==> src/rtl/ltn_pkg.sv <==
// Shared types, constants and a lookup function for the Latin text normalizer.
package ltn_pkg;

   typedef enum logic [1:0] {
      MODE_NONE = 2'd0,
      MODE_FOLD = 2'd1,
      MODE_SKIP = 2'd2
   } mode_type;

   localparam logic [7:0] LEAD_FOLD = 8'hC3;

   localparam logic [6:0] CH_SPACE = 7'h20;
   localparam logic [6:0] CH_ZERO  = 7'h30;
   localparam logic [6:0] CH_A     = 7'h61;
   localparam logic [6:0] CH_C     = 7'h63;
   localparam logic [6:0] CH_D     = 7'h64;
   localparam logic [6:0] CH_E     = 7'h65;
   localparam logic [6:0] CH_I     = 7'h69;
   localparam logic [6:0] CH_N     = 7'h6E;
   localparam logic [6:0] CH_O     = 7'h6F;
   localparam logic [6:0] CH_P     = 7'h70;
   localparam logic [6:0] CH_S     = 7'h73;
   localparam logic [6:0] CH_U     = 7'h75;
   localparam logic [6:0] CH_X     = 7'h78;
   localparam logic [6:0] CH_Y     = 7'h79;

   typedef struct packed {
      logic       emit;
      logic [6:0] out_byte;
      mode_type   next_mode;
   } step_type;

   // Fold of the second byte of a 0xC3 sequence (Latin-1 0xC0..0xFF).
   function automatic logic [6:0] fold_char(input logic [5:0] idx);
      logic [6:0] ch;
      case (idx) inside
         [6'd0:6'd5], [6'd32:6'd37]:                   ch = CH_A;
         6'd6, [6'd8:6'd11], 6'd38, [6'd40:6'd43]:    ch = CH_E;
         6'd7, 6'd39:                                  ch = CH_C;
         [6'd12:6'd15], [6'd44:6'd47]:                 ch = CH_I;
         6'd16:                                        ch = CH_D;
         6'd17, 6'd49:                                 ch = CH_N;
         [6'd18:6'd22], [6'd48:6'd48], [6'd50:6'd54]: ch = CH_O;
         6'd23:                                        ch = CH_X;
         6'd24, 6'd56:                                 ch = CH_ZERO;
         [6'd25:6'd28], [6'd57:6'd60]:                 ch = CH_U;
         6'd29, 6'd61, 6'd63:                          ch = CH_Y;
         6'd30, 6'd62:                                 ch = CH_P;
         6'd31:                                        ch = CH_S;
         default:                                      ch = CH_SPACE;
      endcase
      return ch;
   endfunction

endpackage

==> src/rtl/latin_text_normalizer.sv <==
// Top level of the Latin text normalizer: request register, decode, response register.
// Takes one byte of UTF-8 text per request and returns zero or one normalized
// 7-bit character (lowercase letter, digit or space). A request is registered,
// decoded in the following cycle and its character, if any, lands in the
// response register. The block sustains one request per cycle, including
// while a response waits to be taken as long as the waiting request emits
// nothing. A 0xC3 lead folds the next byte through the Latin-1 table; any
// other high byte drops the byte after it. req_start_of_text clears a pending
// lead before its byte is handled.
module latin_text_normalizer (
   input  logic       clock,
   input  logic       reset,
   input  logic       req_valid,
   output logic       req_ready,
   input  logic [7:0] req_in_byte,
   input  logic       req_start_of_text,
   output logic       rsp_valid,
   input  logic       rsp_ready,
   output logic [6:0] rsp_out_byte
);
   import ltn_pkg::*;

   logic       req_valid_ff;
   logic [7:0] byte_ff;
   logic       sof_ff;
   mode_type   mode_ff;
   logic       rsp_valid_ff;
   logic [6:0] rsp_byte_ff;
   step_type   step;
   logic       advance;

   ltn_step u_step (
      .in_byte       (byte_ff),
      .start_of_text (sof_ff),
      .mode          (mode_ff),
      .step          (step)
   );

   // the decoded request moves on unless it needs a response slot that is held
   assign advance   = req_valid_ff && (!step.emit || !rsp_valid_ff || rsp_ready);
   assign req_ready = !req_valid_ff || advance;

   always_ff @(posedge clock) begin
      if (reset) begin
         req_valid_ff <= 1'b0;
         mode_ff      <= MODE_NONE;
         rsp_valid_ff <= 1'b0;
      end else begin
         if (req_ready) begin
            req_valid_ff <= req_valid;
         end
         if (advance) begin
            mode_ff <= step.next_mode;
         end
         if (advance && step.emit) begin
            rsp_valid_ff <= 1'b1;
         end else if (rsp_ready) begin
            rsp_valid_ff <= 1'b0;
         end
      end
   end

   always_ff @(posedge clock) begin
      if (req_ready && req_valid) begin
         byte_ff <= req_in_byte;
         sof_ff  <= req_start_of_text;
      end
      if (advance && step.emit) begin
         rsp_byte_ff <= step.out_byte;
      end
   end

   assign rsp_valid    = rsp_valid_ff;
   assign rsp_out_byte = rsp_byte_ff;

endmodule

==> src/rtl/ltn_step.sv <==
// Per-byte decode: pending-mode handling, Latin-1 fold and ASCII classification.
module ltn_step (
   input  logic [7:0]         in_byte,
   input  logic               start_of_text,
   input  ltn_pkg::mode_type  mode,
   output ltn_pkg::step_type  step
);
   import ltn_pkg::*;

   mode_type   eff_mode;
   logic [6:0] c;
   logic       drop;
   logic       to_space;
   logic       upper;

   assign eff_mode = start_of_text ? MODE_NONE : mode;
   assign c        = in_byte[6:0];

   assign drop = (c <= 7'd8) || (c >= 7'd11 && c <= 7'd31) || (c >= 7'd126) ||
                 (c == 7'd39) || (c == 7'd94);
   assign to_space = (c <= 7'd10) || (c >= 7'd32 && c <= 7'd47) ||
                     (c >= 7'd58 && c <= 7'd64) || (c >= 7'd91 && c <= 7'd96) ||
                     (c >= 7'd123 && c <= 7'd125);
   assign upper = (c >= 7'd65) && (c <= 7'd90);

   always_comb begin
      step.emit      = 1'b0;
      step.out_byte  = CH_SPACE;
      step.next_mode = MODE_NONE;
      case (eff_mode)
         MODE_FOLD: begin
            // bad continuation byte is swallowed
            if (in_byte[7:6] == 2'b10) begin
               step.emit     = 1'b1;
               step.out_byte = fold_char(in_byte[5:0]);
            end
         end
         MODE_SKIP: begin
            step.emit = 1'b0;
         end
         default: begin
            if (in_byte[7]) begin
               step.next_mode = (in_byte == LEAD_FOLD) ? MODE_FOLD : MODE_SKIP;
            end else if (!drop) begin
               step.emit = 1'b1;
               if (to_space) begin
                  step.out_byte = CH_SPACE;
               end else if (upper) begin
                  step.out_byte = c + 7'd32;
               end else begin
                  step.out_byte = c;
               end
            end
         end
      endcase
   end

endmodule
==> config.mk <==
export PLATFORM = sky130hd
export DESIGN_NAME = latin_text_normalizer
export DESIGN_NICKNAME = d
export VERILOG_FILES = /design/src/rtl/ltn_pkg.sv /design/src/rtl/latin_text_normalizer.sv /design/src/rtl/ltn_step.sv
export SDC_FILE = /design/constraint.sdc
export NUM_CORES = 1
export LEC_CHECK = 0
export BUFFER_PORTS_ARGS = -buffer_cell sky130_fd_sc_hd__buf_4
export CAP_MARGIN = 20
export CORE_ASPECT_RATIO = 1.4
export CORE_MARGIN = 2
export CORE_UTILIZATION = 53
export DETAILED_ROUTE_END_ITERATION = 8
export PLACE_DENSITY = 0.77
export SLEW_MARGIN = 30
export SYNTH_ARGS = -nofsm -noshare
export SYNTH_HDL_FRONTEND = slang
export SYNTH_HIERARCHICAL = 1
export SYNTH_SLANG_ARGS = --single-unit
==> constraint.sdc <==
create_clock -name clock -period 4.97 [get_ports clock]
set_input_delay 0.2485 -clock clock [delete_from_list [all_inputs] [get_ports clock]]
set_output_delay 0.2485 -clock clock [all_outputs]
set_load 0.05 [all_outputs]
==> metrics.cfg <==
[clock_network]
cts-resized-gates = 0
cts.hold.buffers_added = 0
cts-root-buf = clkbuf_4
cts.reportedPaths.clkPinSlew_ns = 0.11
cts_num_sinks = 20
clkLatencyLatePin_ns = 0.31
h-tree-depth = 1
cts_tree = done
clock_path_buffers = 2
cts_inserted_buffers = 3
cts_setup_buffers = 0

[global_routing]
track_usage_pct = 22.5
grt_max_degree = 26
grt.overflow.total = 0
first_global_vias = 1209
antenna_found_initial = 0
grt_use_met1_pct = 27.1
grt_pass1_wl_mm = 5.18
busiest_layer = met2
met2_usage_pct = 36.8
grt_use_met3_pct = 4.40

[synth]
synth-seq-cells = 20
syn_inst = 154
async_flop_share_pct = 0
ys_warn_count = 6
syn_avg_cell_area_sq_um = 9.21
synth_edf_count = 16
ys_top_cells_by_area = edfxtp_1 (34%), dfxtp_1 (5.6%), ha_1 (5.3%), nand2_1 (4.2%), a21oi_1 (2.8%)
synth.net_count = 173
synth_cell_type_count = 51
yosysTopAreaCell = edfxtp_1
yosysSeqAreaShare_pct = 39.5
synth_top_area_share_pct = 33.9
synth_flop_cell = edfxtp_1
synthesis.area_sq_um = 1420
synthTopCellsByCount = edfxtp_1 (16), nand2_1 (16), nor2_1 (10)

[detailed_routing]
drc_errors = 0
wl_per_cell_um = 15.5
vias_per_cell = 6.20
drtIter0Drc = 91
vias = 1265
drtAntennaViolNets = 0
drt_pass1_iterations = 5
drt-total-wl_mm = 3.17

[timing]
finalMaxSlewViolations = 0
setup-violations-final = 0
period_share_pct = 54.5
setup_ws_ns = 2.26
rsz0062_at_grt = false
fin_tns_setup_ns = 0
max-slew-margin-rel_pct = 51.6
hold_slack_ns = 0.105
finalClockSkew_ns = 0.00468
period_needed_ns = 2.71
fmax_mhz = 369
worst_pin_slew_ns = 0.719
finalHoldViolations = 0

[floorplan]
rows = 22
die_area_sq_um = 3110
start_util_pct = 54.8
die_height_um = 65.2
fp.dieW_um = 47.7
core_region_area_sq_um = 2590
num_io_pins = 22

[place]
port_buffers = 21
placed_cell_area_sq_um = 1570
post-dp-hpwl_mm = 2.28
place_ws_ns = 2.03
gp_congestion = 0.923

[worst_setup_path]
slowest_stage = edfxtp_1
worstPathMaxFanout = 14
crit_family = simple AND/OR/NAND/NOR gates
crit_chain = inv_1, or3_1, o22ai_2, o2111ai_2, nand2_1, nand3_2, buf_4
path_class = reg2out
arrival_ns = 2.46
critPathCaptureType = output port
start_kind = register
crit_buf_inv = 2
critical-path-max-stage-delay_ns = 0.63
crit_required_ns = 4.72

[layout]
syn_to_final_growth_pct = 14.7
num_antenna_cells = 0
stdcell_area_sq_um = 1630
final_nets = 188
nFillCells = 220
drive_gt1_share_pct = 23.8

[power]
ir_worst_vdd_mv = 0.304
total_power_mw = 0.403
power.leakage_nw = 0.607
p_per_area_nw_per_um2 = 248

[status]
status = complete, no violations

[min_path]
hp-class = in2reg

[run]
cap_viol_max_count = 0

## placed cells by master, fill, tap and decap left out, drive strengths merged, types with 2 or more instances in the layout
| master | Yosys | layout |
|---|---|---|
| nor2b | 4 | 4 |
| buf | 5 | 21 |
| nand3b | 2 | 2 |
| nand2b | 4 | 4 |
| nor2 | 10 | 10 |
| or2b | 3 | 3 |
| o22ai | 2 | 2 |
| edfxtp | 16 | 16 |
| mux2i | 2 | 2 |
| o21ai | 7 | 7 |
| mux2 | 2 | 2 |
| a31oi | 4 | 4 |
| ha | 6 | 6 |
| nor3 | 4 | 4 |
| o2bb2ai | 2 | 2 |
| nand4 | 3 | 3 |
| a21oi | 8 | 8 |
| nand2 | 16 | 16 |
| a22o | 2 | 2 |
| inv | 8 | 8 |
| clkbuf | 6 | 3 |
| o21a | 2 | 2 |
| dfxtp | 4 | 4 |
| a22oi | 2 | 2 |
| nand3 | 8 | 8 |
| nor4 | 5 | 5 |
| a21boi | 3 | 3 |
## state kept, by name, summed over array words and instances (netlist names)
register      count
byte_ff           8
mode_ff           2
rsp_out_byte      7
req_valid_ff      1
rsp_valid         1
sof_ff            1
## logic make-up after synthesis
group	count (synthesis)	share of synthesized area [%]
AND/OR/NAND/NOR	63	25.1
AO/OA/AOI/OAI	41	20.6
flip-flops	20	39.5
buffers and inverters	19	5.82
adder cells (fa/ha/maj)	6	5.29
multiplexers	4	3.00
XOR/XNOR	1	0.617
## cell type report
class | count | area (sq um) | area share, %
multi-input cells | 115 | 782 | 48.0
flip-flops and latches | 20 | 561 | 34.4
repair buffers | 21 | 158 | 9.68
well taps | 36 | 45.0 | 2.77
clock inverters | 1 | 30.0 | 1.84
inverters | 8 | 30.0 | 1.84
clock buffers | 3 | 22.5 | 1.38
## path summary, 6_finish.rpt
check / from / end / slack [ns] / cells after the start
worst min-delay path: req_in_byte[7] / byte_ff[7] / 0.10 / 1
worst min register to register: rsp_valid / rsp_valid / 0.53 / 2
worst max-delay path: byte_ff[3] / req_ready / 2.26 / 7
worst max register to register: byte_ff[2] / byte_ff[0] / 2.28 / 6
## report_power, final
part | switching (mW) | total (mW) | internal [mW]
combinational | 0.0377 | 0.0672 | 0.0294
clock | 0.0515 | 0.133 | 0.0816
sequential | 0.0144 | 0.203 | 0.188
## layer usage
| metal | wire, um | share of wire (%) | vias up |
|---|---|---|---|
| met3 | 184 | 5.8 | 15 |
| met4 | 154 | 4.9 | 0 |
| li1 | - | - | 599 |
| met1 | 1200 | 38 | 586 |
| met5 | 0 | 0 | - |
| met2 | 1630 | 51 | 65 |
## worst register-to-register path, delay by kind of cell (launching register included)
kind | cells | cell delay (ns)
AOI/OAI and AO/OA | 3 | 0.78
DFF | 1 | 0.83
and+or+nand+nor | 3 | 0.74
## through the flow
stage / utilization [%] / std cells
2_1_floorplan: - / 154
3_3_place_gp: 60.6 / 200
3_5_place_dp: 60.6 / 200
4_1_cts: 62.7 / 204
5_1_grt: 62.9 / 204
6_report: 62.9 / 204
Note: power is estimated with default switching activity, not from simulation.
